$ cat src/ordered_timer_queue_core_assert.svh
// Assertion macros for the ordered timer queue core.
// Included by ordered_timer_queue_core.sv; expects clk and arst_n in scope.
`ifndef ORDERED_TIMER_QUEUE_CORE_ASSERT_SVH
`define ORDERED_TIMER_QUEUE_CORE_ASSERT_SVH

`ifndef ASSERT_OFF
// same-cycle implication
`define OTQ_ASSERT_NOW(label, ante, cons) \
	label: assert property (@(posedge clk) disable iff (!arst_n) (ante) |-> (cons)) \
		else $error("ordered_timer_queue_core: assertion failed");
// next-cycle implication
`define OTQ_ASSERT_NEXT(label, ante, cons) \
	label: assert property (@(posedge clk) disable iff (!arst_n) (ante) |=> (cons)) \
		else $error("ordered_timer_queue_core: assertion failed");
`else
`define OTQ_ASSERT_NOW(label, ante, cons)
`define OTQ_ASSERT_NEXT(label, ante, cons)
`endif

`endif

$ cat src/otq_pkg.sv
// Shared types and constants for the ordered timer queue.
// No dependencies; used by ordered_timer_queue_core.
package otq_pkg;

	localparam int unsigned DUE_W = 48;
	localparam int unsigned ID_W  = 16;
	localparam int unsigned PER_W = 32;
	localparam int unsigned MIN_W = 16;

	localparam logic [MIN_W-1:0] MIN_ARM_RESET = 16'd100;

	// request codes
	localparam logic REQ_ADD    = 1'b0;
	localparam logic REQ_EXPIRE = 1'b1;

	// result kinds
	localparam logic [1:0] KIND_ADD_OK   = 2'd0;
	localparam logic [1:0] KIND_FIRED    = 2'd1;
	localparam logic [1:0] KIND_EXP_DONE = 2'd2;
	localparam logic [1:0] KIND_FULL     = 2'd3;

	typedef struct packed {
		logic [DUE_W-1:0] due;
		logic [ID_W-1:0]  id;
		logic [PER_W-1:0] period;
	} entry_t;

	// fired repeating timer waiting to go back in
	typedef struct packed {
		logic [ID_W-1:0]  id;
		logic [PER_W-1:0] period;
	} refire_t;

endpackage

$ cat src/ordered_timer_queue_core.sv
// Ordered timer queue core: sorted timer table with earliest-deadline re-arm; needs otq_pkg.
// A full add is refused with a single result word; an add walks the table from the tail;
// an expire drains due timers from the head, then re-inserts each fired repeating timer.
// Throughput: one request at a time, busy high while it runs (never for a refused add); one
// result word per cycle at most (single table port, shared comparator); the receiver never stalls.
// Reset (arst_n low, async): queue empty, min_arm_delay 100, table undefined.
`include "ordered_timer_queue_core_assert.svh"

module ordered_timer_queue_core #(
	parameter int unsigned MAX_TIMERS = 16
) (
	input  logic                         clk,
	input  logic                         arst_n,
	// request
	input  logic                         start,
	output logic                         busy,
	input  logic                         req_type,
	input  logic [otq_pkg::DUE_W-1:0]    now_time,
	input  logic [otq_pkg::ID_W-1:0]     timer_id,
	input  logic [otq_pkg::DUE_W-1:0]    due_time,
	input  logic [otq_pkg::PER_W-1:0]    repeat_period,
	// configuration
	input  logic                         min_arm_delay_we,
	input  logic [otq_pkg::MIN_W-1:0]    min_arm_delay,
	// results
	output logic                         result_valid,
	output logic [1:0]                   result_kind,
	output logic [otq_pkg::ID_W-1:0]     fired_id,
	output logic                         arm_valid,
	output logic [otq_pkg::DUE_W-1:0]    arm_delay,
	output logic                         last_result
);

	localparam int unsigned IDX_W = (MAX_TIMERS > 1) ? $clog2(MAX_TIMERS) : 1;
	localparam int unsigned CNT_W = $clog2(MAX_TIMERS + 1);
	localparam int unsigned SUM_W = CNT_W + 1;
	localparam int unsigned KEY_W = otq_pkg::DUE_W + otq_pkg::ID_W;

	localparam logic [IDX_W-1:0] LAST_IDX = IDX_W'(MAX_TIMERS - 1);
	localparam logic [CNT_W-1:0] FULL_CNT = CNT_W'(MAX_TIMERS);

	// sequencer
	localparam logic [2:0] ST_IDLE   = 3'd0; // waiting for a request
	localparam logic [2:0] ST_A_HEAD = 3'd1; // head read back, decide re-arm
	localparam logic [2:0] ST_INS    = 3'd2; // insertion walk, tail towards head
	localparam logic [2:0] ST_E_CHK  = 3'd3; // drain due timers from the head
	localparam logic [2:0] ST_R_LOAD = 3'd4; // fetch next repeating timer
	localparam logic [2:0] ST_E_RD   = 3'd5; // read new head
	localparam logic [2:0] ST_E_FIN  = 3'd6; // expire-done word

	logic [2:0]                  state_q;
	logic [IDX_W-1:0]            head_q;
	logic [CNT_W-1:0]            count_q;
	logic [otq_pkg::MIN_W-1:0]   min_delay_q;
	logic [otq_pkg::DUE_W-1:0]   now_q;
	logic [otq_pkg::DUE_W-1:0]   new_due_q;
	logic [otq_pkg::ID_W-1:0]    new_id_q;
	logic [otq_pkg::PER_W-1:0]   new_per_q;
	logic                        refill_q;   // insertion belongs to an expire
	logic                        earliest_q;
	logic [IDX_W-1:0]            walk_ptr_q; // physical slot being filled
	logic [CNT_W-1:0]            walk_n_q;   // its logical position
	logic [CNT_W-1:0]            fb_n_q;
	logic [CNT_W-1:0]            fb_rd_q;

	// table memory (circular, head_q is logical 0) and refire buffer
	otq_pkg::entry_t             table_mem_q [MAX_TIMERS];
	otq_pkg::entry_t             rd_q;
	otq_pkg::refire_t            fbuf_mem_q [MAX_TIMERS];
	otq_pkg::refire_t            fb_rdata_q;

	logic                        res_valid_q;
	logic [1:0]                  res_kind_q;
	logic [otq_pkg::ID_W-1:0]    res_id_q;
	logic                        res_arm_q;
	logic [otq_pkg::DUE_W-1:0]   res_delay_q;
	logic                        res_last_q;

	function automatic logic [IDX_W-1:0] idx_next(input logic [IDX_W-1:0] p);
		return (p == LAST_IDX) ? '0 : p + IDX_W'(1);
	endfunction

	function automatic logic [IDX_W-1:0] idx_prev(input logic [IDX_W-1:0] p);
		return (p == '0) ? LAST_IDX : p - IDX_W'(1);
	endfunction

	// ---------------------------------------------------------------
	// Address arithmetic
	// ---------------------------------------------------------------
	logic [SUM_W-1:0]  tail_sum;
	logic [IDX_W-1:0]  tail_idx;
	logic [IDX_W-1:0]  walk_prev;

	always_comb begin
		tail_sum = SUM_W'(head_q) + SUM_W'(count_q);
		if (tail_sum >= SUM_W'(MAX_TIMERS)) begin
			tail_sum = tail_sum - SUM_W'(MAX_TIMERS);
		end
		tail_idx  = tail_sum[IDX_W-1:0];
		walk_prev = idx_prev(walk_ptr_q);
	end

	// ---------------------------------------------------------------
	// Shared key comparator: {due,id} of the entry read back against
	// the operand the current step needs.
	//   head check : entry.due > new due        (strictly later head)
	//   drain      : entry.due > now            (not yet due)
	//   insertion  : entry key > new key        (entry moves up a slot)
	// ---------------------------------------------------------------
	logic [KEY_W-1:0] cmp_a;
	logic [KEY_W-1:0] cmp_b;
	logic             cmp_gt;

	always_comb begin
		case (state_q)
			ST_INS: begin
				cmp_a = {rd_q.due, rd_q.id};
				cmp_b = {new_due_q, new_id_q};
			end
			ST_E_CHK: begin
				cmp_a = {rd_q.due, {otq_pkg::ID_W{1'b0}}};
				cmp_b = {now_q, {otq_pkg::ID_W{1'b1}}};
			end
			default: begin
				cmp_a = {rd_q.due, {otq_pkg::ID_W{1'b0}}};
				cmp_b = {new_due_q, {otq_pkg::ID_W{1'b1}}};
			end
		endcase
		cmp_gt = (cmp_a > cmp_b);
	end

	// ---------------------------------------------------------------
	// Arm delay: (deadline - now) clamped at zero, then raised to min
	// ---------------------------------------------------------------
	logic [otq_pkg::DUE_W-1:0] arm_base;
	logic [otq_pkg::DUE_W:0]   arm_diff;
	logic [otq_pkg::DUE_W-1:0] arm_val;

	always_comb begin
		arm_base = (state_q == ST_E_FIN) ? rd_q.due : new_due_q;
		arm_diff = {1'b0, arm_base} - {1'b0, now_q};
		arm_val  = arm_diff[otq_pkg::DUE_W] ? '0 : arm_diff[otq_pkg::DUE_W-1:0];
		if (arm_val < otq_pkg::DUE_W'(min_delay_q)) begin
			arm_val = otq_pkg::DUE_W'(min_delay_q);
		end
	end

	// refire deadline: now + period, saturating at 2^48 - 1
	logic [otq_pkg::DUE_W:0]   refire_sum;
	logic [otq_pkg::DUE_W-1:0] refire_due;

	always_comb begin
		refire_sum = {1'b0, now_q} + (otq_pkg::DUE_W + 1)'(fb_rdata_q.period);
		refire_due = refire_sum[otq_pkg::DUE_W] ? {otq_pkg::DUE_W{1'b1}}
			: refire_sum[otq_pkg::DUE_W-1:0];
	end

	// ---------------------------------------------------------------
	// Memory port control
	// ---------------------------------------------------------------
	logic              accept;
	logic              ins_place;  // new timer lands in walk_ptr_q this cycle
	logic              drain_hit;
	logic [IDX_W-1:0]  rd_addr;
	logic              mem_we;
	otq_pkg::entry_t   mem_wdata;
	logic [IDX_W-1:0]  fb_raddr;
	logic              fb_we;
	logic [CNT_W-1:0]  fb_rd_inc;

	assign accept    = start && (state_q == ST_IDLE);
	assign ins_place = (state_q == ST_INS) && ((walk_n_q == '0) || !cmp_gt);
	assign drain_hit = (state_q == ST_E_CHK) && (count_q != '0) && !cmp_gt;
	assign fb_we     = drain_hit && (rd_q.period != '0);
	assign fb_rd_inc = fb_rd_q + CNT_W'(1);

	always_comb begin
		case (state_q)
			ST_A_HEAD, ST_R_LOAD: rd_addr = idx_prev(tail_idx);
			ST_INS:               rd_addr = idx_prev(walk_prev);
			ST_E_CHK:             rd_addr = idx_next(head_q);
			default:              rd_addr = head_q;
		endcase
		mem_we    = (state_q == ST_INS);
		mem_wdata = ins_place ? {new_due_q, new_id_q, new_per_q} : rd_q;
		fb_raddr  = (state_q == ST_INS) ? fb_rd_inc[IDX_W-1:0] : '0;
	end

	always_ff @(posedge clk) begin
		if (mem_we) begin
			table_mem_q[walk_ptr_q] <= mem_wdata;
		end
		rd_q <= table_mem_q[rd_addr];
		if (fb_we) begin
			fbuf_mem_q[fb_n_q[IDX_W-1:0]] <= '{id: rd_q.id, period: rd_q.period};
		end
		fb_rdata_q <= fbuf_mem_q[fb_raddr];
	end

	// ---------------------------------------------------------------
	// Sequencer
	// ---------------------------------------------------------------
	always_ff @(posedge clk or negedge arst_n) begin
		if (!arst_n) begin
			state_q     <= ST_IDLE;
			head_q      <= '0;
			count_q     <= '0;
			min_delay_q <= otq_pkg::MIN_ARM_RESET;
			refill_q    <= 1'b0;
			earliest_q  <= 1'b0;
			walk_ptr_q  <= '0;
			walk_n_q    <= '0;
			fb_n_q      <= '0;
			fb_rd_q     <= '0;
			res_valid_q <= 1'b0;
		end else begin
			res_valid_q <= 1'b0;
			if (min_arm_delay_we) begin
				min_delay_q <= min_arm_delay;
			end
			case (state_q)
				ST_IDLE: begin
					if (start) begin
						now_q     <= now_time;
						new_due_q <= due_time;
						new_id_q  <= timer_id;
						new_per_q <= repeat_period;
						refill_q  <= (req_type == otq_pkg::REQ_EXPIRE);
						fb_n_q    <= '0;
						fb_rd_q   <= '0;
						if (req_type == otq_pkg::REQ_EXPIRE) begin
							state_q <= ST_E_CHK;
						end else if (count_q == FULL_CNT) begin
							// refused: single word, nothing stored
							res_valid_q <= 1'b1;
							res_kind_q  <= otq_pkg::KIND_FULL;
							res_id_q    <= timer_id;
							res_arm_q   <= 1'b0;
							res_delay_q <= '0;
							res_last_q  <= 1'b1;
						end else begin
							state_q <= ST_A_HEAD;
						end
					end
				end
				ST_A_HEAD: begin
					earliest_q <= (count_q == '0) || cmp_gt;
					walk_ptr_q <= tail_idx;
					walk_n_q   <= count_q;
					state_q    <= ST_INS;
				end
				ST_INS: begin
					if (ins_place) begin
						count_q <= count_q + CNT_W'(1);
						if (!refill_q) begin
							res_valid_q <= 1'b1;
							res_kind_q  <= otq_pkg::KIND_ADD_OK;
							res_id_q    <= new_id_q;
							res_arm_q   <= earliest_q;
							res_delay_q <= earliest_q ? arm_val : '0;
							res_last_q  <= 1'b1;
							state_q     <= ST_IDLE;
						end else begin
							fb_rd_q <= fb_rd_inc;
							state_q <= (fb_rd_inc == fb_n_q) ? ST_E_RD : ST_R_LOAD;
						end
					end else begin
						// entry is later than the new timer: move it up one slot
						walk_ptr_q <= walk_prev;
						walk_n_q   <= walk_n_q - CNT_W'(1);
					end
				end
				ST_E_CHK: begin
					if (drain_hit) begin
						res_valid_q <= 1'b1;
						res_kind_q  <= otq_pkg::KIND_FIRED;
						res_id_q    <= rd_q.id;
						res_arm_q   <= 1'b0;
						res_delay_q <= '0;
						res_last_q  <= 1'b0;
						head_q      <= idx_next(head_q);
						count_q     <= count_q - CNT_W'(1);
						if (fb_we) begin
							fb_n_q <= fb_n_q + CNT_W'(1);
						end
					end else begin
						state_q <= (fb_n_q == '0) ? ST_E_RD : ST_R_LOAD;
					end
				end
				ST_R_LOAD: begin
					new_due_q  <= refire_due;
					new_id_q   <= fb_rdata_q.id;
					new_per_q  <= fb_rdata_q.period;
					walk_ptr_q <= tail_idx;
					walk_n_q   <= count_q;
					state_q    <= ST_INS;
				end
				ST_E_RD: begin
					state_q <= ST_E_FIN;
				end
				ST_E_FIN: begin
					res_valid_q <= 1'b1;
					res_kind_q  <= otq_pkg::KIND_EXP_DONE;
					res_id_q    <= '0;
					res_arm_q   <= (count_q != '0);
					res_delay_q <= (count_q != '0) ? arm_val : '0;
					res_last_q  <= 1'b1;
					state_q     <= ST_IDLE;
				end
				default: begin
					state_q <= ST_IDLE;
				end
			endcase
		end
	end

	assign busy         = (state_q != ST_IDLE);
	assign result_valid = res_valid_q;
	assign result_kind  = res_kind_q;
	assign fired_id     = res_id_q;
	assign arm_valid    = res_arm_q;
	assign arm_delay    = res_delay_q;
	assign last_result  = res_last_q;

	// ---------------------------------------------------------------
	// Checks
	// ---------------------------------------------------------------
	// the table never overfills
	`OTQ_ASSERT_NOW(a_count_bound, 1'b1, count_q <= FULL_CNT)
	// an accepted request either runs or answers at once with its final word
	`OTQ_ASSERT_NEXT(a_accept_progress, accept, busy || (result_valid && last_result))
	// only the final word of a request frees the block
	`OTQ_ASSERT_NOW(a_last_frees, result_valid, last_result == !busy)

endmodule
$ cat config.mk
export PLATFORM = sky130hd
export DESIGN_NAME = ordered_timer_queue_core
export DESIGN_NICKNAME = d
export VERILOG_FILES = /design/src/otq_pkg.sv /design/src/ordered_timer_queue_core.sv
export VERILOG_INCLUDE_DIRS = /design/src /design/src/src
export SDC_FILE = /design/constraint.sdc
export NUM_CORES = 2
export LEC_CHECK = 0
export BUFFER_PORTS_ARGS = -buffer_cell sky130_fd_sc_hd__buf_2
export CAP_MARGIN = 20
export CORE_MARGIN = 2
export CORE_UTILIZATION = 45
export DETAILED_ROUTE_END_ITERATION = 10
export PLACE_DENSITY = 0.72
export SYNTH_ARGS = -nofsm -noshare
export SYNTH_HDL_FRONTEND = slang
export SYNTH_SLANG_ARGS = --single-unit
export TNS_END_PERCENT = 5
$ cat constraint.sdc
create_clock -name clk -period 8.4 [get_ports clk]
set_clock_uncertainty 0.1 [all_clocks]
set_input_delay 1.26 -clock clk [delete_from_list [all_inputs] [get_ports clk]]
set_output_delay 1.26 -clock clk [all_outputs]
set_load 0.005 [all_outputs]
==> results.py <==
metrics = {
    "run_status": {
        "outcome": "completed",
    },
    "placed_design": {
        "place.gp.congestion": 0.9604,
        "postPlaceCellArea_um2": 119800,
        "dp_hpwl_um": 188900,
        "port_buffers": 234,
        "numPlacedInstances": 11340,
    },
    "sta": {
        "tns_ns": 0,
        "period_share": 0.9420,
        "worst_pin_slew_ns": 1.187,
        "drv_slew": 0,
        "setup_viol": 0,
        "max_freq_mhz": 126.4,
        "layout_min_cycle_time_ns": 7.913,
        "hold_viol": 0,
        "rsz0062_at_grt": "no",
        "maxSlewHeadroom": 0.2088,
        "hold_slack_ns": 0.3984,
    },
    "pwr": {
        "fin_total_pwr_mw": 55.31,
        "cellPowerDensity_nw_per_um2": 430.0,
        "ir_drop_mv": 0.5787,
        "p_leak_nw": 44.30,
    },
    "route": {
        "drtPass1Iterations": 6,
        "antenna_left": 0,
        "vias_per_cell": 6.047,
        "drt_iter0_markers": 8637,
        "wl_per_cell_um": 26.65,
        "num_vias": 71620,
        "drc_errors": 0,
        "wirelength_um": 315700,
    },
    "finish": {
        "drive_gt1_frac": 0.1187,
        "syn2layout_area_growth_pct": 12.10,
        "final_cell_area_um2": 128600,
        "nFillCells": 20510,
        "ff_latch_area_um2": 79700,
        "nNetsFinal": 8607,
        "instances_no_fill": 11840,
        "multiInputGateArea_um2": 32750,
    },
    "synthesis": {
        "synth_cell_types": 91,
        "synthMostInstantiatedCell": "edfxtp_1",
        "yosysSeqAreaShare": 0.6945,
        "yosysWarningCount": 0,
        "synth_area_leaders": "edfxtp_1 66%, a211oi_1 6.0%, mux2i_1 4.0%",
        "synthArstFlopShare": 0.01845,
        "ys_seq_elements": 2710,
        "syn_nets": 8480,
        "syn_area_um2": 114700,
        "ys.flop_type": "edfxtp_1",
        "ys_top_cells_by_count": "2516 x edfxtp_1, 924 x a211oi_1, 690 x nand2_1",
        "syn_avg_cell_area_um2": 14.11,
        "synthCells": 8129,
        "synth_top_cell_by_area": "edfxtp_1",
        "synth_edf_count": 2516,
        "yosysTopAreaCellShare": 0.6585,
    },
    "clock_tree": {
        "path_clk_slew_ns": 0.06,
        "cts_buffer_depth": 4,
        "h-tree-depth": 5,
        "cts_tree": "done",
        "cts_buffers": 282,
        "hold_buffers": 0,
        "cts_num_sinks": 2710,
        "cts-root-buf": "clkbuf_16",
        "clkLatencyLatePin_ns": 0.95,
    },
    "worst_setup_path": {
        "worstPathArrival_ns": 8.45,
        "crit_path_max_incr_delay_ns": 0.62,
        "cp_max_fo": 23,
        "cp_slowest_cell": "or4b_2",
        "end_kind": "flip-flop",
        "startpoint_type": "flip-flop",
        "crit_required_ns": 8.94,
        "path_class": "flip-flop to flip-flop",
    },
    "floorplanning": {
        "dieArea_um2": 259000,
        "dieWidth_um": 509.0,
        "dieHeight_um": 509.0,
        "design.core.area_um2": 253900,
        "ios": 235,
        "initial_core_util": 0.4519,
        "num_rows": 185,
    },
    "global_route": {
        "grt_pass1_wl_um": 455600,
        "track_usage": 0.2371,
        "antenna_found_initial": 32,
        "grt_pass1_vias": 67980,
        "grt_max_degree": 203,
        "grt.overflow.total": 0,
    },
    "min_path": {
        "hold_class": "input port to asynchronous set/reset pin",
    },
    "flow_run": {
        "cap_viol_max_count": 0,
    },
}
-- critical path: cells and delay by family, from the launching register on --
kind | cells | cell delay (ns)
compound gates | 12 | 3.23
fa+ha+maj | 2 | 0.66
buf+inv | 4 | 1.03
flops | 1 | 0.37
mux | 1 | 0.39
simple gates | 9 | 1.88
-- repair_timing --
item                       in CTS  in global routing
gates resized for setup         0                  1
setup buffers                   0                  1
setup endpoints to repair       0                 19
-- cell families (layout without fill, tap and decap cells) --
| family | Yosys count | in the layout | share of synthesized area |
|---|---|---|---|
| flip-flops | 2710 | 2710 | 0.6945 |
| AO/OA/AOI/OAI | 2137 | 2137 | 0.1254 |
| AND/OR/NAND/NOR | 1735 | 1735 | 0.07548 |
| buffers and inverters | 664 | 996 | 0.02256 |
| multiplexers | 611 | 611 | 0.05492 |
| adder cells (fa/ha/maj) | 186 | 186 | 0.02054 |
| XOR/XNOR | 86 | 86 | 0.006565 |
| other | 0 | 16 | 0 |
-- per-stage QoR --
step                      setup WS, ns    util
after floorplan                 0.4052       -
after global placement          0.2519  0.4716
after detailed placement        0.1479  0.4716
after CTS                       0.1359  0.5063
after global routing           0.04197  0.5065
final                           0.4872  0.5065
-- layout make-up --
type,count,share of cell area
Antenna cell,16,0.0003113
Clock buffer,379,0.06091
Multi-Input combinational cell,4755,0.2546
Clock inverter,110,0.007578
Tap cell,3366,0.03274
Inverter,128,0.003736
Timing Repair Buffer,379,0.02049
Sequential cell,2710,0.6196
-- per-layer routing --
metal,wire (um),global-route usage,vias up,part of all wire
met5,27,0,-,0.000086
met3,27210,0.03661,592,0.086
met1,129400,0.3319,35910,0.41
met4,14890,0.1086,4,0.047
li1,-,-,31640,-
met2,144100,0.3652,3466,0.46
-- placed cells by master (no fill, tap or decap), types with 15 or more instances in the layout --
| cell type | netlist | routed |
|---|---|---|
| and2_4 | 0 | 15 |
| edfxtp_1 | 2516 | 2516 |
| a311oi_1 | 97 | 97 |
| buf_4 | 2 | 115 |
| a31oi_1 | 115 | 115 |
| a21o_1 | 74 | 73 |
| clkbuf_16 | 0 | 292 |
| o21ai_0 | 110 | 108 |
| inv_1 | 127 | 127 |
| nand4_1 | 40 | 40 |
| and3_1 | 30 | 30 |
| a21oi_1 | 650 | 649 |
| ha_1 | 182 | 182 |
| nand3_1 | 35 | 35 |
| mux2_2 | 147 | 147 |
| dfrtp_1 | 47 | 45 |
| dfxtp_1 | 144 | 144 |
| buf_12 | 0 | 30 |
| a211oi_1 | 924 | 924 |
| xnor2_1 | 57 | 57 |
| clkinv_1 | 0 | 28 |
| mux2i_1 | 463 | 463 |
| nor2_1 | 187 | 172 |
| clkinv_2 | 0 | 44 |
| o21a_1 | 16 | 16 |
| nor2b_1 | 595 | 595 |
| clkbuf_8 | 0 | 20 |
| nand2b_1 | 19 | 18 |
| bufinv_16 | 0 | 15 |
| nor4_1 | 15 | 15 |
| xor2_1 | 29 | 29 |
| diode_2 | 0 | 16 |
| o21bai_1 | 20 | 20 |
| nand2_1 | 690 | 687 |
| nor3_1 | 48 | 41 |
| buf_2 | 53 | 234 |
| clkbuf_1 | 459 | 67 |
-- path summary, 6_finish.rpt --
check / start / to / slack, ns / cells past startpoint
worst max-delay path: state_q[1] / arm_delay[18] / 0.49 / 28
worst min-delay path: arst_n / walk_n_q[4] / 0.40 / 2
worst max register to register: state_q[1] / arm_delay[18] / 0.49 / 28
worst min register to register: fb_rdata_q[32] / new_id_q[0] / 0.41 / 2
max in group asynchronous: arst_n / state_q[0] / 7.24 / 2
min in group clk: fb_rdata_q[32] / new_id_q[0] / 0.41 / 2
-- power breakdown --
group | total, mW | internal (mW) | switching [mW]
Clock | 12.0 | 7.00 | 5.03
Combinational | 22.9 | 7.29 | 15.6
Sequential | 20.4 | 18.9 | 1.49
Total | 55.3 | 33.2 | 22.1
-- registers in the layout, summed over array words and instances, names as in the netlist, 2 cells and up --
register     flops
fb_rd_q          5
fired_id        16
table_mem_q   1536
count_q          5
new_per_q       32
head_q           4
new_id_q        16
fb_rdata_q      48
walk_n_q         5
state_q          3
fbuf_mem_q     768
new_due_q       48
min_delay_q     16
now_q           48
fb_n_q           5
result_kind      2
arm_delay       48
walk_ptr_q       4
rd_q            96
Power figures use the tool's default switching activity.
